## src/rtl/core/rssd_pkg.sv

```systemverilog
package rssd_pkg;

  localparam int MaxIds     = 8;
  localparam int QueueDepth = 10;

  localparam int SlotW  = $clog2(MaxIds);
  localparam int PosW   = $clog2(QueueDepth);
  localparam int CntW   = $clog2(QueueDepth + 1);
  localparam int AddrW  = $clog2(MaxIds * QueueDepth);
  // sum of samples: |S| <= 128*QueueDepth
  localparam int SumW   = 8 + $clog2(QueueDepth) + 1;
  // sum of squares: Q <= 16384*QueueDepth
  localparam int SqW    = 15 + $clog2(QueueDepth) + 1;
  // window and distance terms
  localparam int WideW  = 2 * SumW + 2;

  localparam logic [1:0] ActRegister = 2'd0;
  localparam logic [1:0] ActAppend   = 2'd1;
  localparam logic [1:0] ActDrop     = 2'd2;
  localparam logic [1:0] ActEval     = 2'd3;

  localparam logic [2:0] StOk         = 3'd0;
  localparam logic [2:0] StUnknown    = 3'd1;
  localparam logic [2:0] StDuplicate  = 3'd2;
  localparam logic [2:0] StTableFull  = 3'd3;
  localparam logic [2:0] StQueueFull  = 3'd4;
  localparam logic [2:0] StQueueEmpty = 3'd5;

  // command handed from the front end to the back end
  typedef struct packed {
    logic [1:0]        action;
    logic [7:0]        node_id;
    logic [7:0]        rssi_sample;
  } cmd_t;

  // one result item
  typedef struct packed {
    logic [2:0] status;
    logic [3:0] fill_level;
    logic       pair_valid;
    logic [7:0] suspect_id;
    logic [7:0] partner_id;
    logic       last;
  } res_t;

endpackage

```

## src/rtl/core/rssd_cmd_queue.sv

```systemverilog
module rssd_cmd_queue (
  input  logic          clk_i,
  input  logic          rst_ni,
  input  logic          push_i,
  input  rssd_pkg::cmd_t push_data_i,
  output logic          full_o,
  input  logic          pop_i,
  output rssd_pkg::cmd_t pop_data_o,
  output logic          empty_o
);
  import rssd_pkg::*;

  // two-entry queue between front and back end
  cmd_t       mem_q [2];
  logic       wptr_q, rptr_q;
  logic [1:0] cnt_q;

  assign full_o     = cnt_q == 2'd2;
  assign empty_o    = cnt_q == 2'd0;
  assign pop_data_o = mem_q[rptr_q];

  always_ff @(posedge clk_i or negedge rst_ni) begin
    if (!rst_ni) begin
      wptr_q <= 1'b0;
      rptr_q <= 1'b0;
      cnt_q  <= 2'd0;
    end else begin
      if (push_i) wptr_q <= ~wptr_q;
      if (pop_i) rptr_q <= ~rptr_q;
      case ({push_i, pop_i})
        2'b10:   cnt_q <= cnt_q + 2'd1;
        2'b01:   cnt_q <= cnt_q - 2'd1;
        default: cnt_q <= cnt_q;
      endcase
    end
  end

  always_ff @(posedge clk_i) begin
    if (push_i) mem_q[wptr_q] <= push_data_i;
  end

`ifndef SYNTH
  a_no_overflow: assert property (@(posedge clk_i) disable iff (!rst_ni)
    push_i |-> !full_o) else $error("queue overflow");
  a_no_underflow: assert property (@(posedge clk_i) disable iff (!rst_ni)
    pop_i |-> !empty_o) else $error("queue underflow");
  a_cnt_range: assert property (@(posedge clk_i) disable iff (!rst_ni)
    cnt_q != 2'd3) else $error("queue count out of range");
`endif

endmodule

```

## src/rtl/core/rssd_engine.sv

```systemverilog
module rssd_engine (
  input  logic           clk_i,
  input  logic           rst_ni,
  input  logic           cmd_valid_i,
  input  rssd_pkg::cmd_t cmd_i,
  output logic           cmd_pop_o,
  output logic           res_valid_o,
  output rssd_pkg::res_t res_o,
  input  logic           res_ready_i
);
  import rssd_pkg::*;

  localparam logic [3:0] SIdle   = 4'd0;
  localparam logic [3:0] SLookup = 4'd1;
  localparam logic [3:0] SExec   = 4'd2;
  localparam logic [3:0] SAccRd  = 4'd3;
  localparam logic [3:0] SAccMul = 4'd4;
  localparam logic [3:0] SAccAdd = 4'd5;
  localparam logic [3:0] SWidth  = 4'd6;
  localparam logic [3:0] SPair   = 4'd7;
  localparam logic [3:0] SEmit   = 4'd8;
  localparam logic [3:0] SDone   = 4'd9;
  localparam logic [3:0] SWait   = 4'd10;

  // per-slot control state
  logic [MaxIds-1:0] valid_q;
  logic [7:0]        id_q    [MaxIds];
  logic [PosW-1:0]   head_q  [MaxIds];
  logic [CntW-1:0]   count_q [MaxIds];
  // per-slot statistics from evaluation
  logic signed [SumW-1:0]  sum_q   [MaxIds];
  logic signed [WideW-1:0] width_q [MaxIds];

  // sample memory
  logic [7:0]       smem_q [MaxIds*QueueDepth];
  logic [7:0]       rd_q;

  logic [3:0]       state_q;
  cmd_t             cmd_q;
  logic             hit_q;
  logic [SlotW-1:0] slot_q;
  logic             free_ok_q;
  logic [SlotW-1:0] free_q;

  logic [SlotW-1:0] i_q, j_q;
  logic [CntW-1:0]  k_q;
  logic signed [SumW-1:0] acc_s_q;
  logic [SqW-1:0]         acc_q_q;
  logic signed [15:0]     sqr_q;
  logic signed [7:0]      xs_q;
  logic             any_q;
  logic             have_q;
  res_t             held_q;
  res_t             res_q;
  logic             res_vld_q;

  // slot lookup and free search, narrow and over MaxIds entries
  logic             hit_c;
  logic [SlotW-1:0] slot_c;
  logic             free_ok_c;
  logic [SlotW-1:0] free_c;
  always_comb begin
    hit_c = 1'b0;
    slot_c = '0;
    free_ok_c = 1'b0;
    free_c = '0;
    for (int s = MaxIds - 1; s >= 0; s--) begin
      if (valid_q[s] && id_q[s] == cmd_q.node_id) begin
        hit_c = 1'b1;
        slot_c = SlotW'(s);
      end
      if (!valid_q[s]) begin
        free_ok_c = 1'b1;
        free_c = SlotW'(s);
      end
    end
  end

  // memory address: slot*QueueDepth + position
  logic [PosW:0]     pos_c;
  logic [PosW-1:0]   pos_w;
  logic [AddrW-1:0]  addr_c;
  always_comb begin
    if (state_q == SAccRd) begin
      pos_c = {1'b0, head_q[i_q]} + (PosW+1)'(k_q);
    end else begin
      pos_c = {1'b0, head_q[slot_q]} + (PosW+1)'(count_q[slot_q]);
    end
    pos_w = (pos_c >= (PosW+1)'(QueueDepth)) ? PosW'(pos_c - (PosW+1)'(QueueDepth))
                                             : PosW'(pos_c);
    addr_c = AddrW'((state_q == SAccRd ? i_q : slot_q) * QueueDepth) + AddrW'(pos_w);
  end

  logic full_i_c, full_j_c;
  assign full_i_c = valid_q[i_q] && count_q[i_q] == CntW'(QueueDepth);
  assign full_j_c = valid_q[j_q] && count_q[j_q] == CntW'(QueueDepth);

  // pair test
  logic signed [WideW-1:0] diff_c, dist_c;
  logic                    pair_hit_c;
  always_comb begin
    diff_c = WideW'(sum_q[j_q]) - WideW'(sum_q[i_q]);
    dist_c = (diff_c < 0) ? -diff_c : diff_c;
    dist_c = WideW'(dist_c * QueueDepth);
    pair_hit_c = (j_q != i_q) && full_i_c && full_j_c && (dist_c <= width_q[i_q]);
  end

  logic out_free;
  logic res_load_c;
  assign out_free  = !res_vld_q || res_ready_i;
  assign res_load_c = out_free && (state_q == SEmit || state_q == SWait);
  assign cmd_pop_o = (state_q == SIdle) && cmd_valid_i;
  assign res_valid_o = res_vld_q;
  assign res_o       = res_q;

  function automatic res_t single(input logic [2:0] st, input logic [CntW-1:0] f);
    res_t r;
    r = '0;
    r.status = st;
    r.fill_level = 4'(f);
    r.last = 1'b1;
    return r;
  endfunction

  always_ff @(posedge clk_i) begin
    if (state_q == SExec && cmd_q.action == ActAppend && hit_q &&
        count_q[slot_q] < CntW'(QueueDepth)) begin
      smem_q[addr_c] <= cmd_q.rssi_sample;
    end
    rd_q <= smem_q[addr_c];
  end

  // output register: loaded from the held item, cleared on acceptance
  always_ff @(posedge clk_i or negedge rst_ni) begin
    if (!rst_ni) begin
      res_vld_q <= 1'b0;
    end else if (res_load_c) begin
      res_vld_q <= 1'b1;
    end else if (res_ready_i) begin
      res_vld_q <= 1'b0;
    end
  end

  always_ff @(posedge clk_i) begin
    if (res_load_c) res_q <= held_q;
  end

  always_ff @(posedge clk_i or negedge rst_ni) begin
    if (!rst_ni) begin
      state_q   <= SIdle;
      valid_q   <= '0;
      slot_q    <= '0;
      for (int s = 0; s < MaxIds; s++) begin
        head_q[s]  <= '0;
        count_q[s] <= '0;
      end
    end else begin
      case (state_q)
        SIdle: begin
          if (cmd_valid_i) begin
            cmd_q   <= cmd_i;
            state_q <= SLookup;
          end
        end
        SLookup: begin
          hit_q     <= hit_c;
          slot_q    <= slot_c;
          free_ok_q <= free_ok_c;
          free_q    <= free_c;
          if (cmd_q.action == ActEval) begin
            i_q     <= '0;
            k_q     <= '0;
            acc_s_q <= '0;
            acc_q_q <= '0;
            state_q <= SAccRd;
          end else begin
            state_q <= SExec;
          end
        end
        SExec: begin
          case (cmd_q.action)
            ActRegister: begin
              if (hit_q) begin
                held_q <= single(StDuplicate, count_q[slot_q]);
              end else if (!free_ok_q) begin
                held_q <= single(StTableFull, '0);
              end else begin
                valid_q[free_q] <= 1'b1;
                id_q[free_q]    <= cmd_q.node_id;
                head_q[free_q]  <= '0;
                count_q[free_q] <= '0;
                held_q <= single(StOk, '0);
              end
            end
            ActAppend: begin
              if (!hit_q) begin
                held_q <= single(StUnknown, '0);
              end else if (count_q[slot_q] >= CntW'(QueueDepth)) begin
                held_q <= single(StQueueFull, count_q[slot_q]);
              end else begin
                count_q[slot_q] <= count_q[slot_q] + 1'b1;
                held_q <= single(StOk, count_q[slot_q] + 1'b1);
              end
            end
            default: begin
              if (!hit_q) begin
                held_q <= single(StUnknown, '0);
              end else if (count_q[slot_q] == '0) begin
                held_q <= single(StQueueEmpty, '0);
              end else begin
                head_q[slot_q] <= (head_q[slot_q] == PosW'(QueueDepth - 1)) ? '0
                                  : head_q[slot_q] + 1'b1;
                count_q[slot_q] <= count_q[slot_q] - 1'b1;
                held_q <= single(StOk, count_q[slot_q] - 1'b1);
              end
            end
          endcase
          state_q <= SWait;
        end
        // accumulate sum and sum of squares, one sample per pass through SAccRd, SAccMul and SAccAdd
        SAccRd: begin
          if (!full_i_c || k_q == CntW'(QueueDepth)) begin
            state_q <= SWidth;
          end else begin
            state_q <= SAccMul;
          end
        end
        SAccMul: begin
          xs_q    <= rd_q;
          sqr_q   <= $signed(rd_q) * $signed(rd_q);
          state_q <= SAccAdd;
        end
        SAccAdd: begin
          acc_s_q <= acc_s_q + SumW'(xs_q);
          acc_q_q <= acc_q_q + SqW'($unsigned(sqr_q));
          k_q     <= k_q + 1'b1;
          state_q <= SAccRd;
        end
        SWidth: begin
          sum_q[i_q]   <= acc_s_q;
          width_q[i_q] <= WideW'(acc_q_q) * WideW'(QueueDepth)
                          - WideW'(acc_s_q) * WideW'(acc_s_q);
          acc_s_q <= '0;
          acc_q_q <= '0;
          k_q     <= '0;
          if (i_q == SlotW'(MaxIds - 1)) begin
            i_q     <= '0;
            j_q     <= '0;
            any_q   <= 1'b0;
            have_q  <= 1'b0;
            state_q <= SPair;
          end else begin
            i_q     <= i_q + 1'b1;
            state_q <= SAccRd;
          end
        end
        // pair scan; a found pair is held back until the next one is found, to mark the last one
        SPair: begin
          if (pair_hit_c && have_q) begin
            state_q <= SEmit;
          end else begin
            if (pair_hit_c) begin
              held_q <= '{status: StOk, fill_level: 4'd0, pair_valid: 1'b1,
                          suspect_id: id_q[i_q], partner_id: id_q[j_q], last: 1'b0};
              have_q <= 1'b1;
              any_q  <= 1'b1;
            end
            if (j_q == SlotW'(MaxIds - 1)) begin
              j_q <= '0;
              if (i_q == SlotW'(MaxIds - 1)) begin
                state_q <= SDone;
              end else begin
                i_q <= i_q + 1'b1;
              end
            end else begin
              j_q <= j_q + 1'b1;
            end
          end
        end
        // send the held pair, hold the current one in its place
        SEmit: begin
          if (out_free) begin
            held_q <= '{status: StOk, fill_level: 4'd0, pair_valid: 1'b1,
                        suspect_id: id_q[i_q], partner_id: id_q[j_q], last: 1'b0};
            if (j_q == SlotW'(MaxIds - 1)) begin
              j_q <= '0;
              if (i_q == SlotW'(MaxIds - 1)) begin
                state_q <= SDone;
              end else begin
                i_q <= i_q + 1'b1;
                state_q <= SPair;
              end
            end else begin
              j_q <= j_q + 1'b1;
              state_q <= SPair;
            end
          end
        end
        SDone: begin
          if (!any_q) begin
            held_q <= single(StOk, '0);
          end else begin
            held_q.last <= 1'b1;
          end
          state_q <= SWait;
        end
        SWait: begin
          if (out_free) begin
            state_q <= SIdle;
          end
        end
        default: state_q <= SIdle;
      endcase
    end
  end

`ifndef SYNTH
  a_pop_idle: assert property (@(posedge clk_i) disable iff (!rst_ni)
    cmd_pop_o |=> state_q == SLookup) else $error("pop outside idle");
  a_count_max: assert property (@(posedge clk_i) disable iff (!rst_ni)
    count_q[slot_q] <= CntW'(QueueDepth)) else $error("fifo count overflow");
  a_emit_pair: assert property (@(posedge clk_i) disable iff (!rst_ni)
    (state_q == SEmit && out_free) |=> res_vld_q && res_q.pair_valid && !res_q.last)
    else $error("pair emit mismatch");
`endif

endmodule

```

## src/rtl/core/rssi_similarity_sybil_detector_unit.sv

```systemverilog
// Actions 0..2: a command passes from the queue through SIdle, SLookup, SExec and SWait;
// its result is loaded into the output register once that register is free.
// Evaluate: a per-slot pass sums samples and squares of each full fifo, then one pair
// tested per cycle; each pair reported after the first also waits in SEmit on the output.
// Throughput: one item at a time in the back end; a 2-entry queue takes items meanwhile.
// Reset: asynchronous, active low; clears the id table, fifo pointers and handshakes.
module rssi_similarity_sybil_detector_unit (
  input  logic       clk_i,
  input  logic       rst_ni,
  input  logic       in_valid_i,
  output logic       in_ready_o,
  input  logic [1:0] action_i,
  input  logic [7:0] node_id_i,
  input  logic signed [7:0] rssi_sample_i,
  output logic       out_valid_o,
  input  logic       out_ready_i,
  output logic [2:0] status_o,
  output logic [3:0] fill_level_o,
  output logic       pair_valid_o,
  output logic [7:0] suspect_id_o,
  output logic [7:0] partner_id_o,
  output logic       last_o
);
  import rssd_pkg::*;

  cmd_t push_cmd, pop_cmd;
  logic q_full, q_empty, pop;
  res_t res;

  // front end: accept into the queue
  assign push_cmd   = '{action: action_i, node_id: node_id_i, rssi_sample: rssi_sample_i};
  assign in_ready_o = !q_full;

  rssd_cmd_queue u_queue (
    .clk_i       (clk_i),
    .rst_ni      (rst_ni),
    .push_i      (in_valid_i && !q_full),
    .push_data_i (push_cmd),
    .full_o      (q_full),
    .pop_i       (pop),
    .pop_data_o  (pop_cmd),
    .empty_o     (q_empty)
  );

  rssd_engine u_engine (
    .clk_i       (clk_i),
    .rst_ni      (rst_ni),
    .cmd_valid_i (!q_empty),
    .cmd_i       (pop_cmd),
    .cmd_pop_o   (pop),
    .res_valid_o (out_valid_o),
    .res_o       (res),
    .res_ready_i (out_ready_i)
  );

  assign status_o     = res.status;
  assign fill_level_o = res.fill_level;
  assign pair_valid_o = res.pair_valid;
  assign suspect_id_o = res.suspect_id;
  assign partner_id_o = res.partner_id;
  assign last_o       = res.last;

endmodule
```

## config.mk

```make
export PLATFORM = sky130hd
export DESIGN_NAME = rssi_similarity_sybil_detector_unit
export DESIGN_NICKNAME = d
export VERILOG_FILES = /design/src/rtl/core/rssd_pkg.sv /design/src/rtl/core/rssd_cmd_queue.sv /design/src/rtl/core/rssd_engine.sv /design/src/rtl/core/rssi_similarity_sybil_detector_unit.sv
export SDC_FILE = /design/constraint.sdc
export NUM_CORES = 2
export LEC_CHECK = 0
export ABC_AREA = 1
export BUFFER_PORTS_ARGS = -buffer_cell sky130_fd_sc_hd__buf_2
export CAP_MARGIN = 20
export CORE_ASPECT_RATIO = 0.5
export CORE_UTILIZATION = 50
export CTS_CLUSTER_DIAMETER = 80
export CTS_CLUSTER_SIZE = 16
export DETAILED_ROUTE_END_ITERATION = 12
export MAX_ROUTING_LAYER = met4
export PLACE_DENSITY = 0.68
export SYNTH_ARGS = -nofsm -noshare
export SYNTH_HDL_FRONTEND = slang
export SYNTH_SLANG_ARGS = --single-unit
```

## constraint.sdc

```tcl
create_clock -name clk_i -period 8.25 [get_ports clk_i]
set_input_delay 0.825 -clock clk_i [delete_from_list [all_inputs] [get_ports clk_i]]
set_output_delay 0.825 -clock clk_i [all_outputs]
set_load 0.02 [all_outputs]
```

==> results.md <==
Setup path:
- Data arrives at the worst endpoint at 8.16 ns.
- STA puts the critical path data required time at ~8.7 ns.
- Together, buffers and inverters on the worst path number 5.
- In this run the worst path has a maximum fanout of 24.
- The family with the most delay on the worst path is compound AO/OA/AOI/OAI gates.
- The critical path start-end classification is flip-flop to flip-flop.
- The slowest cell on the critical path is sky130_fd_sc_hd__dfxtp_4.
- For this run, the slowest stage of the critical path takes 0.44 ns.
- The launching element type of the critical path is a flip-flop.
- STA classifies the critical path endpoint as a flip-flop.

GRT:
- The overall track demand over capacity in global routing is 28.4%.
- The number of antenna violations at the first check in global routing is 0.
- The wire length of the first global-routing pass is 287000 um.
- The total grt overflow is 0.
- The number of global-route vias before repair is 47500.
- Entering global routing, the biggest net connects 102 pins.

Detailed routing:
- In this run the remaining antenna-violating nets after routing total 0.
- The detail-routed net length per standard cell is around 23 um.
- Summed over all layers, the routed wires come to roughly 190000 um.
- The routed via count divided by cell count is roughly 5.9.
- The final route contains 48700 vias.
- The DRC violation total after the first TritonRoute iteration is 5605.
- After detailed routing, the number of remaining DRC violations is 0.
- The first TritonRoute pass finished after 8 iterations.

Place:
- The placed instances occupy a cell area of 71100 um^2.
- During placement, the flow inserted port buffers numbering 48.
- The last weighted congestion value of the routability-driven placer is 0.983.
- The number of placed instances, taps included, is 8136.
- Detailed placement ended at an HPWL of between 100000 and 150000 um.

Timing:
- After layout, the minimum clock period comes to 7.76 ns.
- The final number of setup-violating endpoints is 0.
- The headroom to the max-slew limit is 17.3%.
- The max-slew violation count was 0.
- The number of endpoints with negative hold slack in the final report came to 0.
- For this run, the top clock speed supported by timing is 129 MHz.
- The worst clock skew is ~0.054 ns.
- The slew at the pin closest to its max-slew limit is 1.23 ns.
- The final hold slack is 0.257 ns.
- In the finished design, the share of the clock period the worst path needs comes to 94.0%.

Die:
- The width of the die is 522 um.
- Pin placement for this block handled between 40 and 50 I/O pins.
- The floorplan step defined a die boundary enclosing 137000 um^2.
- The starting utilization of the core area is 50.4%.
- The placeable core area is 134000 um^2.
- The vertical die dimension is around 260 um.
- In this run the core area contains 95 standard-cell rows.

Yosys:
- The share of cell area taken by muxes after synthesis is 0.314%.
- The Yosys warning count is 0.
- For this run, asynchronously set or reset flops after synthesis account for 6.48%.
- The dominant register cell in the synthesized netlist is sky130_fd_sc_hd__edfxtp_1.
- The synthesized netlist devotes between 10% and 20% of its cell area to simple gates.
- The synthesized netlist devotes 11.5% of its cell area to compound gates.
- Sequential cells were found to cover 56.7% of the synthesized design area.
- In this run the cell area of the synthesized design comes to between 60000 and 70000 um^2.
- After synthesis, the netlist uses between 60 and 70 different library cells.
- The area share of fa/ha/maj cells after synthesis is 11.3%.
- The number of enable-type register cells in the synthesized netlist is 1199.
- In this run, synthesis produced a sequential element count of around 1300.
- The mean area per synthesized cell is 10.7 um^2.
- The largest family of logic cells by synthesized area is simple AND/OR/NAND/NOR gates.
- The synthesized netlist cell count is 6306.
- After Yosys synthesis, XOR and XNOR cells account for under 10% of the synthesized area.

Layout:
- Summing all non-filler instances in the final layout gives an area of 74000 um^2.
- The share of post-route cells with drive strength above 1 is 7.51%.
- The net count of the finished layout is approximately 7000.
- The library cells used most frequently in the layout, excluding fill and tap cells, are sky130_fd_sc_hd__nand2_1 (1238), sky130_fd_sc_hd__edfxtp_1 (1199), sky130_fd_sc_hd__inv_1 (685), sky130_fd_sc_hd__o21ai_0 (530), sky130_fd_sc_hd__nor2_1 (437).
- Leaving out fill and tap cells, the most frequent cell in the layout is sky130_fd_sc_hd__nand2_1.
- The number of fill cells in the layout is 11400.
- The number of standard cells in the final layout excluding fillers is 8290.
- The area growth from synthesis to layout is 9.39%.

Clocking:
- The number of buffers created by CTS is 93.
- Clock tree synthesis found a total of 1297 sinks.
- The clock root buffer is sky130_fd_sc_hd__clkbuf_16.
- The deepest clock path buffer count is 3.
- Clock-pin slew was measured on the worst setup and hold paths at around 0.080 ns.
- The H-tree depth is 3.
- The later-pin clock latency in the skew report is 0.75 ns.
- TritonCTS built the clock tree.

Status:
- The flow ran to the end, and the final reports show no timing, DRC or antenna violations.

Worst hold path:
- The class of the tightest hold or removal check is input pin to flip-flop.

Run:
- The tool flagged a number of max-cap violations equal to 0.
per-layer routing:
metal | vias up | share of wire (%) | track usage [%]
met5 | - | 0 | -
met4 | 0 | 2.5 | 6.99
met3 | 304 | 7.7 | 3.96
met2 | 2075 | 46 | 44.9
met1 | 24000 | 43 | 39.0
li1 | 22300 | - | -
through the flow:
| stage | utilization (%) | worst slack, ns | TNS (ns) |
|---|---|---|---|
| 2_1_floorplan | - | 0.00344 | 0 |
| 3_3_place_gp | 52.9 | 0.461 | 0 |
| 3_5_place_dp | 52.9 | 0.245 | 0 |
| 4_1_cts | 54.9 | 0.191 | 0 |
| 5_1_grt | 55.1 | -0.0300 | -0.306 |
| 6_report | 55.1 | 0.492 | 0 |
state kept, by name, indices dropped and copies added (netlist names), 20 cells and up, named ones only:
| signal | cells |
|---|---|
| u_engine.held_q | 25 |
| u_engine.head_q | 32 |
| u_engine.smem_q | 640 |
| u_queue.mem_q | 36 |
| u_engine.id_q | 64 |
| u_engine.acc_q_q | 20 |
| u_engine.count_q | 32 |
| u_engine.width_q | 224 |
| u_engine.sum_q | 96 |
| u_engine.res_o | 25 |
Yosys cell counts (4+ instances only):
cell	instances	share of area [%]
sky130_fd_sc_hd__inv_2	16	0.089
sky130_fd_sc_hd__buf_1	33	0.18
sky130_fd_sc_hd__a221oi_1	90	1.2
sky130_fd_sc_hd__clkinv_1	4	0.022
sky130_fd_sc_hd__nand4_1	94	0.87
sky130_fd_sc_hd__a2111oi_0	4	0.052
sky130_fd_sc_hd__nor3_1	49	0.36
sky130_fd_sc_hd__a21boi_0	8	0.089
sky130_fd_sc_hd__o31ai_1	10	0.11
sky130_fd_sc_hd__o221ai_1	38	0.49
sky130_fd_sc_hd__o21bai_1	7	0.078
sky130_fd_sc_hd__or2_2	12	0.11
sky130_fd_sc_hd__edfxtp_1	1199	53
sky130_fd_sc_hd__a31oi_1	47	0.43
sky130_fd_sc_hd__nor4_1	13	0.12
sky130_fd_sc_hd__o22ai_1	58	0.54
sky130_fd_sc_hd__a22oi_1	11	0.12
sky130_fd_sc_hd__nand2_2	10	0.092
sky130_fd_sc_hd__o21ai_0	532	3.9
sky130_fd_sc_hd__xor2_1	90	1.2
sky130_fd_sc_hd__dfrtp_1	84	3.1
sky130_fd_sc_hd__nand3b_1	11	0.12
sky130_fd_sc_hd__buf_2	22	0.16
sky130_fd_sc_hd__xnor2_1	71	0.92
sky130_fd_sc_hd__inv_1	690	3.8
sky130_fd_sc_hd__dfxtp_1	14	0.41
sky130_fd_sc_hd__a21oi_2	4	0.052
sky130_fd_sc_hd__mux2_2	18	0.30
sky130_fd_sc_hd__a211oi_1	17	0.19
sky130_fd_sc_hd__a22o_1	64	0.83
sky130_fd_sc_hd__o2111ai_1	12	0.16
sky130_fd_sc_hd__nor2_1	455	2.5
sky130_fd_sc_hd__o21a_1	11	0.12
sky130_fd_sc_hd__nand3_2	4	0.059
sky130_fd_sc_hd__o211ai_1	37	0.41
sky130_fd_sc_hd__nand3_1	188	1.4
sky130_fd_sc_hd__a21oi_1	314	2.3
sky130_fd_sc_hd__clkbuf_1	179	0.99
sky130_fd_sc_hd__ha_1	294	5.4
sky130_fd_sc_hd__a21o_1	10	0.11
sky130_fd_sc_hd__nand2_1	1238	6.9
sky130_fd_sc_hd__fa_1	198	5.9
final timing paths:
path                                     startpoint                    to  slack [ns]  depth (start not counted)
worst max-delay path                      flip-flop    u_engine.held_q[1]        0.49                         39
worst min-delay path               rssi_sample_i[0]   u_queue.mem_q[1][0]        0.26                          1
worst max register to register            flip-flop    u_engine.held_q[1]        0.49                         39
worst min register to register  u_engine.held_q[14]    u_engine.res_o[14]        0.42                          0
max in group asynchronous                    rst_ni  u_engine.count_q[23]        6.43                          3
min in group asynchronous                    rst_ni        u_queue.rptr_q        0.55                          2
what timing repair did:
item                                    in CTS  in global routing
resized for setup                            0                 15
setup buffers                                0                 11
endpoints found under the setup margin       0                 66
hold buffers                                 1                  0
endpoints found under the hold margin       18                  0
cell families (layout without fill, tap and decap cells):
kind of cell | after synthesis | in the layout
buffers and inverters | 949 | 1115
flip-flops | 1297 | 1297
AND/OR/NAND/NOR | 2089 | 2089
AO/OA/AOI/OAI | 1297 | 1297
other | 1 | 25
XOR/XNOR | 162 | 162
multiplexers | 19 | 19
adder cells (fa/ha/maj) | 492 | 492
area by class of cell:
class,count,area [um^2],share of cell area (%)
clock buffer,123,2440,3.30
multi-input combinational,4082,25900,35.0
antenna,2,5.00,0.00676
sequential,1297,38400,51.9
inverter,710,2670,3.61
timing repair buffer,269,2100,2.83
clock inverter,13,260,0.352
tap,1794,2240,3.03
Power is not shown: default switching activity piles up to over one toggle a cycle in this logic, so the estimate is an artifact.
